==> src/rtl/bwp_pkg.sv <==
`timescale 1ns / 1ps
`default_nettype none
// ----------------------------------------------------------------------------
// bwp_pkg
// Shared widths and types for the byte-to-word write packer.
// ----------------------------------------------------------------------------
package bwp_pkg;

  // word address width; the address wraps at this many bits
  localparam int unsigned WORD_ADDR_BITS = 24;
  localparam int unsigned HADDR_W        = 25;
  localparam int unsigned BYTE_W         = 8;
  localparam int unsigned WORD_W         = 32;
  localparam int unsigned LANES          = WORD_W / BYTE_W;
  localparam int unsigned LANE_W         = $clog2(LANES);

  // stream packing of the channels, rounded up to whole bytes
  localparam int unsigned IN_FIELDS_W   = HADDR_W + BYTE_W;
  localparam int unsigned IN_TDATA_W    = ((IN_FIELDS_W + 7) / 8) * 8;
  localparam int unsigned OUT_FIELDS_W  = WORD_ADDR_BITS + WORD_W + LANES;
  localparam int unsigned OUT_TDATA_W   = ((OUT_FIELDS_W + 7) / 8) * 8;

  // lane code of the last lane (bits 7:0)
  localparam logic [LANE_W-1:0] LANE_LAST = LANE_W'(LANES - 1);
  // enable bit of the first lane (bits 31:24)
  localparam logic [LANES-1:0]  BE_FIRST  = LANES'(1) << (LANES - 1);

  typedef logic [WORD_ADDR_BITS-1:0] word_addr_t;
  typedef logic [LANE_W-1:0]         lane_t;

  // one result word toward the memory
  typedef struct packed {
    logic              last_word;
    logic [LANES-1:0]  byte_enables;
    logic [WORD_W-1:0] word_data;
    word_addr_t        word_addr;
  } out_word_t;

endpackage
`default_nettype wire

==> src/rtl/bwp_packer.sv <==
`timescale 1ns / 1ps
`default_nettype none
// ----------------------------------------------------------------------------
// bwp_packer
// Lane state of the word under assembly; merges one byte per transfer and
// flags when a word is complete.
// ----------------------------------------------------------------------------
module bwp_packer
  import bwp_pkg::*;
(
  input  wire logic               clk,
  input  wire logic               rst_n,
  input  wire logic               take,        // input transfer this cycle
  input  wire logic               first_byte,
  input  wire logic [HADDR_W-1:0] start_halfword_addr,
  input  wire logic [BYTE_W-1:0]  data_byte,
  input  wire logic               last_byte,
  output logic                    emit,
  output out_word_t               res
);

  word_addr_t        addr_r, addr_nxt;
  lane_t             lane_r, lane_nxt;
  logic [WORD_W-1:0] word_r, word_nxt;
  logic [LANES-1:0]  mask_r, mask_nxt;

  word_addr_t        addr_base;
  lane_t             lane_base;
  logic [WORD_W-1:0] word_base, word_new;
  logic [LANES-1:0]  mask_base, mask_new;

  // a first byte restarts the word and drops any pending lanes
  always_comb begin
    if (first_byte) begin
      addr_base = WORD_ADDR_BITS'(start_halfword_addr >> 1);
      lane_base = start_halfword_addr[0] ? lane_t'(LANES / 2) : '0;
      word_base = '0;
      mask_base = '0;
    end else begin
      addr_base = addr_r;
      lane_base = lane_r;
      word_base = word_r;
      mask_base = mask_r;
    end
  end

  // lane 0 is the top byte, so the shift is 8 * (last lane - lane)
  assign word_new = word_base
                  | (WORD_W'(data_byte) << {~lane_base, 3'b000});
  assign mask_new = mask_base | (BE_FIRST >> lane_base);
  assign emit     = (lane_base == LANE_LAST) || last_byte;

  assign res.word_addr    = addr_base;
  assign res.word_data    = word_new;
  assign res.byte_enables = mask_new;
  assign res.last_word    = last_byte;

  // next state: advance the address after a word, else move to next lane
  always_comb begin
    addr_nxt = addr_r;
    lane_nxt = lane_r;
    word_nxt = word_r;
    mask_nxt = mask_r;
    if (take) begin
      if (emit) begin
        addr_nxt = addr_base + word_addr_t'(1);
        lane_nxt = '0;
        word_nxt = '0;
        mask_nxt = '0;
      end else begin
        addr_nxt = addr_base;
        lane_nxt = lane_base + lane_t'(1);
        word_nxt = word_new;
        mask_nxt = mask_new;
      end
    end
  end

  always_ff @(posedge clk) begin
    if (!rst_n) begin
      addr_r <= '0;
      lane_r <= '0;
      word_r <= '0;
      mask_r <= '0;
    end else begin
      addr_r <= addr_nxt;
      lane_r <= lane_nxt;
      word_r <= word_nxt;
      mask_r <= mask_nxt;
    end
  end

endmodule
`default_nettype wire

==> src/rtl/byte_to_word_write_packer.sv <==
`timescale 1ns / 1ps
`default_nettype none
// ----------------------------------------------------------------------------
// byte_to_word_write_packer
// Packs a byte stream into 32-bit memory writes with byte enables.
// ----------------------------------------------------------------------------
// One byte is taken per cycle, with no gaps while the result side keeps
// out_tready high. A byte that completes a word (its lowest lane, or the
// byte marked tlast) puts the write into the output register, so the write
// appears on out_* in the cycle after the byte transfer; other bytes give no
// output. The single output register sets the rate: a new byte is taken
// whenever that register is empty or is being drained in the same cycle.
// The start address is in halfword units; an odd address starts in bits
// 15:8. Lanes without an enable read as zero in out_tdata.
// ----------------------------------------------------------------------------
module byte_to_word_write_packer
  import bwp_pkg::*;
(
  input  wire logic                   clk,
  input  wire logic                   rst_n,
  input  wire logic                   in_tvalid,
  output logic                        in_tready,
  // [24:0] start_halfword_addr, [32:25] data_byte, [39:33] zero
  input  wire logic [IN_TDATA_W-1:0]  in_tdata,
  // [0] first_byte
  input  wire logic [0:0]             in_tuser,
  input  wire logic                   in_tlast,
  output logic                        out_tvalid,
  input  wire logic                   out_tready,
  // [23:0] word_addr, [55:24] word_data, [59:56] byte_enables, [63:60] zero
  output logic [OUT_TDATA_W-1:0]      out_tdata,
  output logic                        out_tlast
);

  logic      in_xfer;
  logic      emit;
  out_word_t res;

  logic      out_valid_r, out_valid_nxt;
  out_word_t out_word_r;

  // byte taken when the result slot is free or draining
  assign in_tready = !out_valid_r || out_tready;
  assign in_xfer   = in_tvalid && in_tready;

  bwp_packer u_packer (
    .clk                 (clk),
    .rst_n               (rst_n),
    .take                (in_xfer),
    .first_byte          (in_tuser[0]),
    .start_halfword_addr (in_tdata[HADDR_W-1:0]),
    .data_byte           (in_tdata[HADDR_W +: BYTE_W]),
    .last_byte           (in_tlast),
    .emit                (emit),
    .res                 (res)
  );

  // result register valid
  always_comb begin
    out_valid_nxt = out_valid_r;
    if (in_xfer && emit) begin
      out_valid_nxt = 1'b1;
    end else if (out_tready) begin
      out_valid_nxt = 1'b0;
    end
  end

  always_ff @(posedge clk) begin
    if (!rst_n) begin
      out_valid_r <= 1'b0;
    end else begin
      out_valid_r <= out_valid_nxt;
    end
  end

  // result payload
  always_ff @(posedge clk) begin
    if (in_xfer && emit) begin
      out_word_r <= res;
    end
  end

  assign out_tvalid = out_valid_r;
  assign out_tdata  = OUT_TDATA_W'({out_word_r.byte_enables,
                                    out_word_r.word_data,
                                    out_word_r.word_addr});
  assign out_tlast  = out_word_r.last_word;

endmodule
`default_nettype wire

==> config.mk <==
export PLATFORM = sky130hd
export DESIGN_NAME = byte_to_word_write_packer
export DESIGN_NICKNAME = d
export VERILOG_FILES = /design/src/rtl/bwp_pkg.sv /design/src/rtl/bwp_packer.sv /design/src/rtl/byte_to_word_write_packer.sv
export SDC_FILE = /design/constraint.sdc
export NUM_CORES = 1
export LEC_CHECK = 0
export BUFFER_PORTS_ARGS = -buffer_cell sky130_fd_sc_hd__buf_2
export CORE_AREA = 2 2 104 106
export DETAILED_ROUTE_END_ITERATION = 6
export DIE_AREA = 0 0 106 108
export PLACE_DENSITY_LB_ADDON = 0.3
export SETUP_SLACK_MARGIN = 0.4
export SYNTH_ARGS = -nofsm -noshare
export SYNTH_HDL_FRONTEND = slang
export SYNTH_SLANG_ARGS = --single-unit
==> constraint.sdc <==
create_clock -name clk -period 8.45 [get_ports clk]
set_input_delay 1.69 -clock clk [delete_from_list [all_inputs] [get_ports clk]]
set_output_delay 1.69 -clock clk [all_outputs]
set_load 0.02 [all_outputs]
==> results.yml, run 1 <==
run_status:
  outcome: "finished, final reports clean"
die:
  initial_utilization: 0.5399
  top_level_ports: 113
  chipHeight_um: 108
  placeableCoreArea_mm2: 0.01023
  std_cell_rows: 37
  dieArea_mm2: 0.01145
  fp.dieW_um: 106
timing:
  timing.clock.skew_ps: 11.03
  tightest_slew_ps: 1127
  layout_min_cycle_time_ps: 4681
  final_max_slew_viol_count: 0
  finalCritPeriodShare: 0.5540
  finalSetupViolations: 0
  worst_slew_margin_rel: 0.2485
  fin_tns_setup_ps: 0
  final_hold_viol_count: 0
  timing.fmax_ghz: 0.2136
  rsz0062_at_grt: "no"
clocking:
  ctsHoldBuffers: 0
  cts_h_tree_depth: 4
  tritoncts: "yes"
  cts-buffers-inserted: 17
  post-cts-setup-buffers: 0
  clock_latency_ps: 510
  cts.sink_count: 124
  cts.clk_slew.worst_paths_ps: 60
  number_of_buffers_between_clock_root_and_the_deepest_sink: 2
  post_cts_resized: 0
  clk_root_buffer_cell: "sky130_fd_sc_hd__clkbuf_8"
setup_path:
  cp.required_ps: 8830
  cp_max_fo: 68
  timing.critical_path.arrival_ps: 5060
  critical_path.startpoint_type: "input port"
  worstSetupPathType: "input port to flop"
  end_kind: "flop"
synthesis:
  synth.cell_area_mm2: 0.005524
  synth_enable_flop_cells: 61
  synth-seq-cells: 124
  syn-instance-count: 514
  yosys-top-cells-area: "sky130_fd_sc_hd__edfxtp_1 33%, sky130_fd_sc_hd__dfxtp_1 23%, sky130_fd_sc_hd__a22oi_1 4.3%, sky130_fd_sc_hd__nor2_1 4.2%, sky130_fd_sc_hd__mux2_2 3.5%"
  synth.yosys.seq_area_share: 0.5599
  postSynth.asyncResetShare: 0
  syn_area_per_cell_um2: 10.75
  yosysTopAreaCellShare: 0.3316
  synth-warning-count: 0
  ys_types: 56
  synth_flop_cell: "sky130_fd_sc_hd__dfxtp_1"
  synth_area_leader_cell: "sky130_fd_sc_hd__edfxtp_1"
finish:
  insertedDiodeCount: 0
  area_added_between_synthesis_and_finish_pct: 20.32
  drive_above_1_share: 0.2748
  layout.nets: 653
  fill_cells: 806
  layout.cells.most_common_list: "101 x sky130_fd_sc_hd__buf_2, 63 x sky130_fd_sc_hd__dfxtp_1, 61 x sky130_fd_sc_hd__edfxtp_1"
  mostFrequentLayoutCell: "sky130_fd_sc_hd__buf_2"
  stdcell_area_mm2: 0.006646
global_routing:
  maximum_number_of_pins_on_one_net_before_global_route_repair: 77
  first_global_vias: 4134
  first_pass_grt_wire_length_um: 20310
  gr-total-overflow: 0
  antenna_found_initial: 0
  grt_use_total: 0.2274
min_path:
  hold_path.class: "flop to flop"
pwr:
  peakVddDrop_mv: 0.1371
  power_leakage_nw: 2.697
  power_density_mw_per_mm2: 231.5
detailed_routing:
  detail_route.iter0.violations: 285
  dr_total_vias: 4472
  ant_nets: 0
  dr.pass1.iters: 5
  wl_per_cell_um: 17.39
  avgViaCountPerCell: 5.955
  routed_wl_um: 13060
  detail_route.drc_violations: 0
placed_design:
  finalWeightedCongestion: 0.8388
  placement.io_buffers: 101
  dp_wirelength_um: 8149
  postPlaceCellArea_mm2: 0.006058
job:
  cap_violations: 0
layer usage:
layer	GRT usage	routed length, um
met4	0.08553	189
met5	0	0
met1	0.2993	5689
met3	0.05365	915
met2	0.3691	6267
per-stage QoR:
step	std cells	power, mW	hold WS (ps)	util	setup slack [ps]
floorplan	517	0.7833	442.4	-	2504
global placement	719	0.8244	451.5	0.5921	3428
detailed placement	719	0.8288	457.8	0.5921	3371
CTS	751	1.544	465.7	0.6496	3879
global route	751	1.585	483.9	0.6496	3549
finish	751	1.538	463.7	0.6496	3769
synthesized netlist by cell type, types with 2 or more instances:
cell,instances
sky130_fd_sc_hd__a31oi_1,3
sky130_fd_sc_hd__mux2i_1,6
sky130_fd_sc_hd__a22o_1,16
sky130_fd_sc_hd__dfxtp_1,63
sky130_fd_sc_hd__nand4_1,3
sky130_fd_sc_hd__o211a_1,2
sky130_fd_sc_hd__mux2_2,17
sky130_fd_sc_hd__o2111ai_1,10
sky130_fd_sc_hd__ha_1,5
sky130_fd_sc_hd__clkbuf_1,21
sky130_fd_sc_hd__o311ai_1,10
sky130_fd_sc_hd__and2_1,5
sky130_fd_sc_hd__nor3_1,4
sky130_fd_sc_hd__nand3b_1,7
sky130_fd_sc_hd__inv_1,10
sky130_fd_sc_hd__buf_2,5
sky130_fd_sc_hd__o21ai_0,5
sky130_fd_sc_hd__edfxtp_1,61
sky130_fd_sc_hd__o21a_1,3
sky130_fd_sc_hd__and3_1,7
sky130_fd_sc_hd__nand3_1,32
sky130_fd_sc_hd__buf_1,6
sky130_fd_sc_hd__or3_1,10
sky130_fd_sc_hd__nand2_1,36
sky130_fd_sc_hd__a31o_2,2
sky130_fd_sc_hd__buf_4,6
sky130_fd_sc_hd__a22oi_1,32
sky130_fd_sc_hd__nor2_1,62
sky130_fd_sc_hd__nand2b_1,3
sky130_fd_sc_hd__a21o_1,6
sky130_fd_sc_hd__a21oi_1,31
cell families (layout without fill, tap and decap cells):
logic type,Yosys count,after routing,synth area share
AO/OA/AOI/OAI,131,131,0.1749
XOR/XNOR,2,2,0.003172
adder cells (fa/ha/maj),5,5,0.01133
buffers and inverters,50,148,0.04349
flip-flops,124,124,0.5599
multiplexers,23,23,0.04553
other,1,4,0.0006789
AND/OR/NAND/NOR,178,178,0.1610
power breakdown:
| group | switching [mW] | internal [mW] |
|---|---|---|
| combinational | 0.0998 | 0.0483 |
| clock | 0.289 | 0.431 |
| sequential | 0.0111 | 0.659 |
worst paths after layout:
| kind | start | end | slack (ps) | cells after the start |
|---|---|---|---|---|
| max reg2reg | u_packer.lane_r[1]$_SDFFE_PN0N_ | u_packer.addr_r[23]$_SDFFE_PN0N_ | 5910 | 9 |
| max | in_tuser | u_packer.addr_r[23]$_SDFFE_PN0N_ | 3770 | 11 |
| min | u_packer.mask_r[0]$_SDFFE_PN0N_ | u_packer.mask_r[0]$_SDFFE_PN0N_ | 460 | 1 |
| min reg2reg | u_packer.mask_r[0]$_SDFFE_PN0N_ | u_packer.mask_r[0]$_SDFFE_PN0N_ | 460 | 1 |
flip-flops by register name (all words and copies together), names as in the netlist:
name             cells
u_packer.addr_r     24
out_tlast            1
out_tvalid           1
out_tdata           60
u_packer.mask_r      4
u_packer.word_r     32
u_packer.lane_r      2
worst max-delay path, cell delays in order:
cell and delay (ps):
sky130_fd_sc_hd__buf_2 70, sky130_fd_sc_hd__buf_4 590, sky130_fd_sc_hd__inv_1 570, sky130_fd_sc_hd__nand2_1 270
sky130_fd_sc_hd__inv_1 110, sky130_fd_sc_hd__ha_1 240, sky130_fd_sc_hd__nor2_1 570, sky130_fd_sc_hd__a21oi_2 180
sky130_fd_sc_hd__nand4_2 360, sky130_fd_sc_hd__o2111ai_1 180, sky130_fd_sc_hd__o311ai_1 170
final cells by class:
class	instances	area, um2	share of cell area
clock buffer	17	414.1	0.06231
clock inverter	15	173.9	0.02617
inverter	10	37.54	0.005648
multi-input combinational	343	2215	0.3332
sequential	124	3093	0.4654
tap	136	170.2	0.02560
timing repair buffer	106	543.0	0.08170
Note: power is estimated with default switching activity, not from simulation.
==> inputs of run 2 (changes only) <==
- ABC_AREA: not set -> 1
- CORE_AREA: 2 2 104 106 -> 2 2 112 114
- DIE_AREA: 0 0 106 108 -> 0 0 114 116
- clock period: 8.45 -> 3.84 ns (I/O delays scaled with it)
==> run 2 against run 1 <==
Combinational power grew to 2.7 times the previous value. Critical path depth is 1 lower. Clock power is 120% higher. Highest routed layer unchanged.
==> results.yml, run 2 <==
setup_path:
  cp.required_ps: 4180
  critPathMaxStageDelay_ps: 710
  end_kind: "flop"
  timing.critical_path.arrival_ps: 3450
  worstRegToRegCells: 8
  cp_max_fo: 62
  timing.rr.end: "u_packer.word_r[18]$_SDFFE_PN0N_"
  path_buf_inv: 4
  startpoint: "in_tuser"
  r2r_slack_ps: 1220
  path_cells: "buf_2, inv_8, nand2_2, inv_2, ha_1, nor2_4, inv_2, nor2_4, nand2_1, a21oi_1"
  critical_path.startpoint_type: "input port"
  crit_slowest_cell: "sky130_fd_sc_hd__nor2_4"
  regToRegStartpoint: "u_packer.lane_r[0]$_SDFFE_PN0N_"
  cp_top_family: "simple AND/OR/NAND/NOR gates"
  worstSetupPathType: "input port to flop"
  critical_path_capture_point: "u_packer.word_r[18]$_SDFFE_PN0N_"
  critical_path_depth: 10
synthesis:
  synth-seq-cells: 124
  postSynth.asyncResetShare: 0
  ys_types: 42
  yosys-top-cells-area: "sky130_fd_sc_hd__edfxtp_1 31%, sky130_fd_sc_hd__dfxtp_1 22%, sky130_fd_sc_hd__nand2_1 15%, sky130_fd_sc_hd__a21oi_1 5.0%, sky130_fd_sc_hd__o21ai_0 4.0%"
  synthMostInstantiatedCell: "sky130_fd_sc_hd__nand2_1"
  synth.yosys.seq_area_share: 0.5284
  synth_enable_flop_cells: 61
  synth-warning-count: 0
  yosysTopAreaCellShare: 0.3130
  synth_flop_cell: "sky130_fd_sc_hd__dfxtp_1"
  syn_area_per_cell_um2: 8.507
  syn-instance-count: 688
  synth.cell_area_mm2: 0.005853
  synth_area_leader_cell: "sky130_fd_sc_hd__edfxtp_1"
  synth.top_cells.by_count: "231 x sky130_fd_sc_hd__nand2_1, 63 x sky130_fd_sc_hd__dfxtp_1, 61 x sky130_fd_sc_hd__edfxtp_1, 59 x sky130_fd_sc_hd__a21oi_1, 47 x sky130_fd_sc_hd__o21ai_0"
clocking:
  cts-buffers-inserted: 17
  tritoncts: "yes"
  cts.sink_count: 124
  ctsHoldBuffers: 0
  cts_h_tree_depth: 4
  post_cts_resized: 0
  number_of_buffers_between_clock_root_and_the_deepest_sink: 2
  post-cts-setup-buffers: 0
  clock_latency_ps: 420
  clk_root_buffer_cell: "sky130_fd_sc_hd__clkbuf_16"
  cts.clk_slew.worst_paths_ps: 60
finish:
  multi_input_area_mm2: 0.002376
  insertedDiodeCount: 0
  layout.cells.most_common_list: "231 x sky130_fd_sc_hd__nand2_1, 101 x sky130_fd_sc_hd__buf_2, 63 x sky130_fd_sc_hd__dfxtp_1"
  stdcell_area_mm2: 0.007010
  drive_above_1_share: 0.2544
  mostFrequentLayoutCell: "sky130_fd_sc_hd__nand2_1"
  layout.nets: 836
  register_area_mm2: 0.003093
  fill_cells: 1060
  area_added_between_synthesis_and_finish_pct: 19.77
  flip_flop_count_of_the_largest_register_all_copies_and_words_added: 60
timing:
  tightest_slew_ps: 864.0
  fin_tns_setup_ps: 0
  rsz0062_at_grt: "no"
  final_max_slew_viol_count: 0
  timing.fmax_ghz: 0.3214
  layout_min_cycle_time_ps: 3112
  finalSetupViolations: 0
  worst_slew_margin_rel: 0.4226
  timing.clock.skew_ps: 6.000
  final_hold_viol_count: 0
  timing.final.ws_setup_ps: 728.2
  finalCritPeriodShare: 0.8104
placed_design:
  dp_wirelength_um: 9204
  dp_worst_setup_slack_ps: 356.4
  placement.io_buffers: 101
  postPlaceCellArea_mm2: 0.006411
  finalWeightedCongestion: 0.9374
detailed_routing:
  ant_nets: 0
  avgViaCountPerCell: 5.324
  detail_route.iter0.violations: 498
  wl_per_cell_um: 14.90
  detail_route.drc_violations: 0
  routed_wl_um: 14080
  dr_total_vias: 5031
  dr.pass1.iters: 7
die:
  dieArea_mm2: 0.01322
  chipHeight_um: 116
  fp.dieW_um: 114
  initial_utilization: 0.4914
  std_cell_rows: 40
  top_level_ports: 113
  placeableCoreArea_mm2: 0.01191
global_routing:
  gr-total-overflow: 0
  grt_use_total: 0.2160
  first_pass_grt_wire_length_um: 22240
  first_global_vias: 4598
  maximum_number_of_pins_on_one_net_before_global_route_repair: 63
  antenna_found_initial: 0
job:
  cap_violations: 0
pwr:
  power_leakage_nw: 2.833
  peakVddDrop_mv: 0.2621
  power_density_mw_per_mm2: 500.1
min_path:
  hold_path.class: "flop to flop"
  hold_startpoint: "u_packer.word_r[1]$_SDFFE_PN0N_"
run_status:
  outcome: "finished, final reports clean"
[run 2: cell count changes after synthesis, sizes merged, moves of 16 or more]
cell	previous run	this run
a22o	16	0
mux2	17	0
nor2	62	44
a22oi	34	0
a21oi	32	59
o21ai	6	68
inv	10	46
nand2	36	258
[run 2: logic make-up after synthesis]
kind of cell,synth area share
fa+ha+maj,0.01069
simple gates,0.2535
compound gates,0.1319
flops,0.5284
xor+xnor,0.005987
buf+inv,0.06883
other cells,0.0006407
[run 2: worst register-to-register path: cells and delay by family, from the launching register on]
family | cells | cell delay (ps)
AO/OA/AOI/OAI | 1 | 180
adder cells (fa/ha/maj) | 1 | 280
buffers and inverters | 2 | 360
flip-flops | 1 | 320
AND/OR/NAND/NOR | 4 | 1420
[run 2: per-stage QoR]
| stage | cells | util | hold slack [ps] | total power [mW] |
|---|---|---|---|---|
| floorplan | 691 | - | 424.8 | 1.793 |
| global placement | 913 | 0.5382 | 433.2 | 1.895 |
| detailed placement | 913 | 0.5382 | 455.5 | 1.905 |
| CTS | 945 | 0.5886 | 464.3 | 3.525 |
| global route | 945 | 0.5886 | 486.3 | 3.626 |
| finish | 945 | 0.5886 | 464.8 | 3.506 |
[run 2: power breakdown]
group | switching, mW | leakage [nW] | total [mW] | internal (mW)
Sequential | 0.0225 | 1.09 | 1.49 | 1.46
Clock | 0.600 | 0.284 | 1.62 | 1.02
Combinational | 0.281 | 1.46 | 0.395 | 0.115
[run 2: worst min path at each step]
| stage | endpoint | slack [ps] | cells after the start |
|---|---|---|---|
| after global routing | u_packer.word_r[29]$_SDFFE_PN0N_ | 490 | 2 |
| after detailed placement | u_packer.word_r[30]$_SDFFE_PN0N_ | 460 | 2 |
| final | u_packer.word_r[1]$_SDFFE_PN0N_ | 460 | 2 |
| after floorplan | u_packer.mask_r[0]$_SDFFE_PN0N_ | 420 | 2 |
| after CTS | u_packer.word_r[30]$_SDFFE_PN0N_ | 460 | 2 |
| after global placement | u_packer.mask_r[0]$_SDFFE_PN0N_ | 430 | 2 |
[run 2: per-layer routing]
metal  GRT usage  part of all wire  up-vias
li1            -                 -     2441
met1      0.2847              0.45     2371
met2      0.3448              0.47      194
met3     0.05544             0.069       25
met4     0.08211             0.017        0
met5           0                 0        -
[run 2: cell type report]
type                    count  area share
clock buffers              19     0.06175
clock inverters            13     0.02374
inverters                  48     0.02677
multi-input cells         486      0.3389
flip-flops and latches    124      0.4412
well taps                 147     0.02624
repair buffers            108     0.08138
==> inputs of run 3 (changes only) <==
- CORE_AREA: 2 2 112 114 -> 2 2 107 109
- DIE_AREA: 0 0 114 116 -> 0 0 109 111
- clock period: 3.84 -> 3.1 ns (I/O delays scaled with it)
==> run 3 against run 2 <==
Cell count rose by 0.32%. Combinational power increased by 25%. Clock skew increased by 8.2 ps. Sequential cell count is the same. Non-clock buffer count grew 7. Utilization grew 5.2 points. Worst setup slack improved by 100 ps. Worst hold slack got worse by 20 ps. Final area up 1.2%. Register-to-register slack lost 140 ps. Die area decreased by 8.5%. Largest power group unchanged. Highest routed layer unchanged.
==> results.yml, run 3 (same netlist as run 2, synthesis figures left out) <==
run_status:
  outcome: "finished, final reports clean"
die:
  placeableCoreArea_mm2: 0.01108
  top_level_ports: 113
  dieArea_mm2: 0.01210
  std_cell_rows: 39
  chipHeight_um: 111
  fp.dieW_um: 109
  initial_utilization: 0.5284
clocking:
  ctsHoldBuffers: 0
  post_cts_resized: 0
  tritoncts: "yes"
  cts_h_tree_depth: 4
  clock_latency_ps: 420
  post-cts-setup-buffers: 0
  cts.clk_slew.worst_paths_ps: 60
  cts.sink_count: 124
  clk_root_buffer_cell: "sky130_fd_sc_hd__clkbuf_16"
  cts-buffers-inserted: 17
  number_of_buffers_between_clock_root_and_the_deepest_sink: 2
detailed_routing:
  routed_wl_um: 13730
  wl_per_cell_um: 14.48
  avgViaCountPerCell: 5.303
  detail_route.drc_violations: 0
  ant_nets: 0
  detail_route.iter0.violations: 388
  dr.pass1.iters: 5
  dr_total_vias: 5027
finish:
  mostFrequentLayoutCell: "sky130_fd_sc_hd__nand2_1"
  flip_flop_count_of_the_largest_register_all_copies_and_words_added: 60
  insertedDiodeCount: 0
  fill_cells: 907
  layout.cells.most_common_list: "231 x sky130_fd_sc_hd__nand2_1, 101 x sky130_fd_sc_hd__buf_2, 63 x sky130_fd_sc_hd__dfxtp_1"
  area_added_between_synthesis_and_finish_pct: 21.18
  drive_above_1_share: 0.2609
  layout.nets: 843
  register_area_mm2: 0.003093
  multi_input_area_mm2: 0.002389
setup_path:
  worstSetupPathType: "input port to flop"
  cp.required_ps: 3440
  timing.critical_path.arrival_ps: 2610
  end_kind: "flop"
  cp_max_fo: 37
  critical_path.startpoint_type: "input port"
timing:
  worst_slew_margin_rel: 0.5845
  finalCritPeriodShare: 0.7317
  tightest_slew_ps: 621.8
  final_hold_viol_count: 0
  layout_min_cycle_time_ps: 2268
  final_max_slew_viol_count: 0
  rsz0062_at_grt: "no"
  fin_tns_setup_ps: 0
  timing.fmax_ghz: 0.4409
  finalSetupViolations: 0
  timing.clock.skew_ps: 14.24
  fin_worst_hold_slack_ps: 445.0
placed_design:
  finalWeightedCongestion: 0.9150
  dp_wirelength_um: 8897
  placement.io_buffers: 101
pwr:
  peakVddDrop_mv: 0.3042
  power_leakage_nw: 2.881
  power_density_mw_per_mm2: 621.2
global_routing:
  grt_use_total: 0.2433
  maximum_number_of_pins_on_one_net_before_global_route_repair: 46
  antenna_found_initial: 0
  first_global_vias: 4727
  first_pass_grt_wire_length_um: 22860
  gr-total-overflow: 0
min_path:
  hold_path.class: "flop to flop"
job:
  cap_violations: 0
==> run 3: cell count changes in the layout (fill, tap and decap cells not counted), sizes merged <==
cell      delta
buf          +7
clkinv       +3
clkinvlp     -2
bufinv       +1
clkbuf       -1
inv          -1
==> run 3: layer usage <==
| layer | wire (um) | share of wire | up-vias | GRT usage |
|---|---|---|---|---|
| li1 | - | - | 2457 | - |
| met5 | 0 | 0 | - | 0 |
| met3 | 936 | 0.068 | 21 | 0.06114 |
| met1 | 6121 | 0.45 | 2362 | 0.3385 |
| met2 | 6466 | 0.47 | 187 | 0.3714 |
| met4 | 201 | 0.015 | 0 | 0.07863 |
==> run 3: area by class of cell <==
cell class	instances	share of cell area
timing repair buffer	115	0.08785
multi-input combinational	486	0.3367
sequential	124	0.4361
inverter	48	0.02646
clock inverter	14	0.02717
clock buffer	18	0.06050
tap	143	0.02522
==> run 3: worst paths after layout <==
check | start | to | slack [ps] | cells past startpoint
max | in_tuser | u_packer.word_r[22]$_SDFFE_PN0N_ | 830 | 13
min | u_packer.mask_r[0]$_SDFFE_PN0N_ | u_packer.mask_r[0]$_SDFFE_PN0N_ | 450 | 2
max reg2reg | u_packer.lane_r[1]$_SDFFE_PN0N_ | u_packer.word_r[22]$_SDFFE_PN0N_ | 1080 | 10
min reg2reg | u_packer.mask_r[0]$_SDFFE_PN0N_ | u_packer.mask_r[0]$_SDFFE_PN0N_ | 450 | 2
==> run 3: metrics by stage <==
| stage | instances | util | instance area (um2) | worst slack [ps] | power (mW) |
|---|---|---|---|---|---|
| final | 948 | 0.6403 | 7093 | 831.8 | 4.406 |
| after global routing | 948 | 0.6403 | 7093 | 707.9 | 4.569 |
| after CTS | 947 | 0.6385 | 7073 | 467.7 | 4.422 |
| after detailed placement | 915 | 0.5824 | 6451 | 42.56 | 2.362 |
| after global placement | 915 | 0.5824 | 6451 | 122.0 | 2.352 |
| after floorplan | 691 | - | 5897 | 304.1 | 2.225 |
==> run 3: where the power goes <==
group	total, mW	internal, mW	switching [mW]
logic	0.495	0.149	0.346
clock network	2.07	1.35	0.723
registers	1.84	1.81	0.0297
total	4.41	3.31	1.10
==> run 3: critical path, stage by stage <==
cell                      delay (ps)
sky130_fd_sc_hd__buf_2           180
sky130_fd_sc_hd__inv_8            40
sky130_fd_sc_hd__or2_4           250
sky130_fd_sc_hd__o21ai_4          60
sky130_fd_sc_hd__inv_2            60
sky130_fd_sc_hd__ha_4            170
sky130_fd_sc_hd__nor2_4          120
sky130_fd_sc_hd__buf_4           200
sky130_fd_sc_hd__inv_2           120
sky130_fd_sc_hd__nor2_4          110
sky130_fd_sc_hd__buf_4           360
sky130_fd_sc_hd__nand2_1         120
sky130_fd_sc_hd__a21oi_1         160
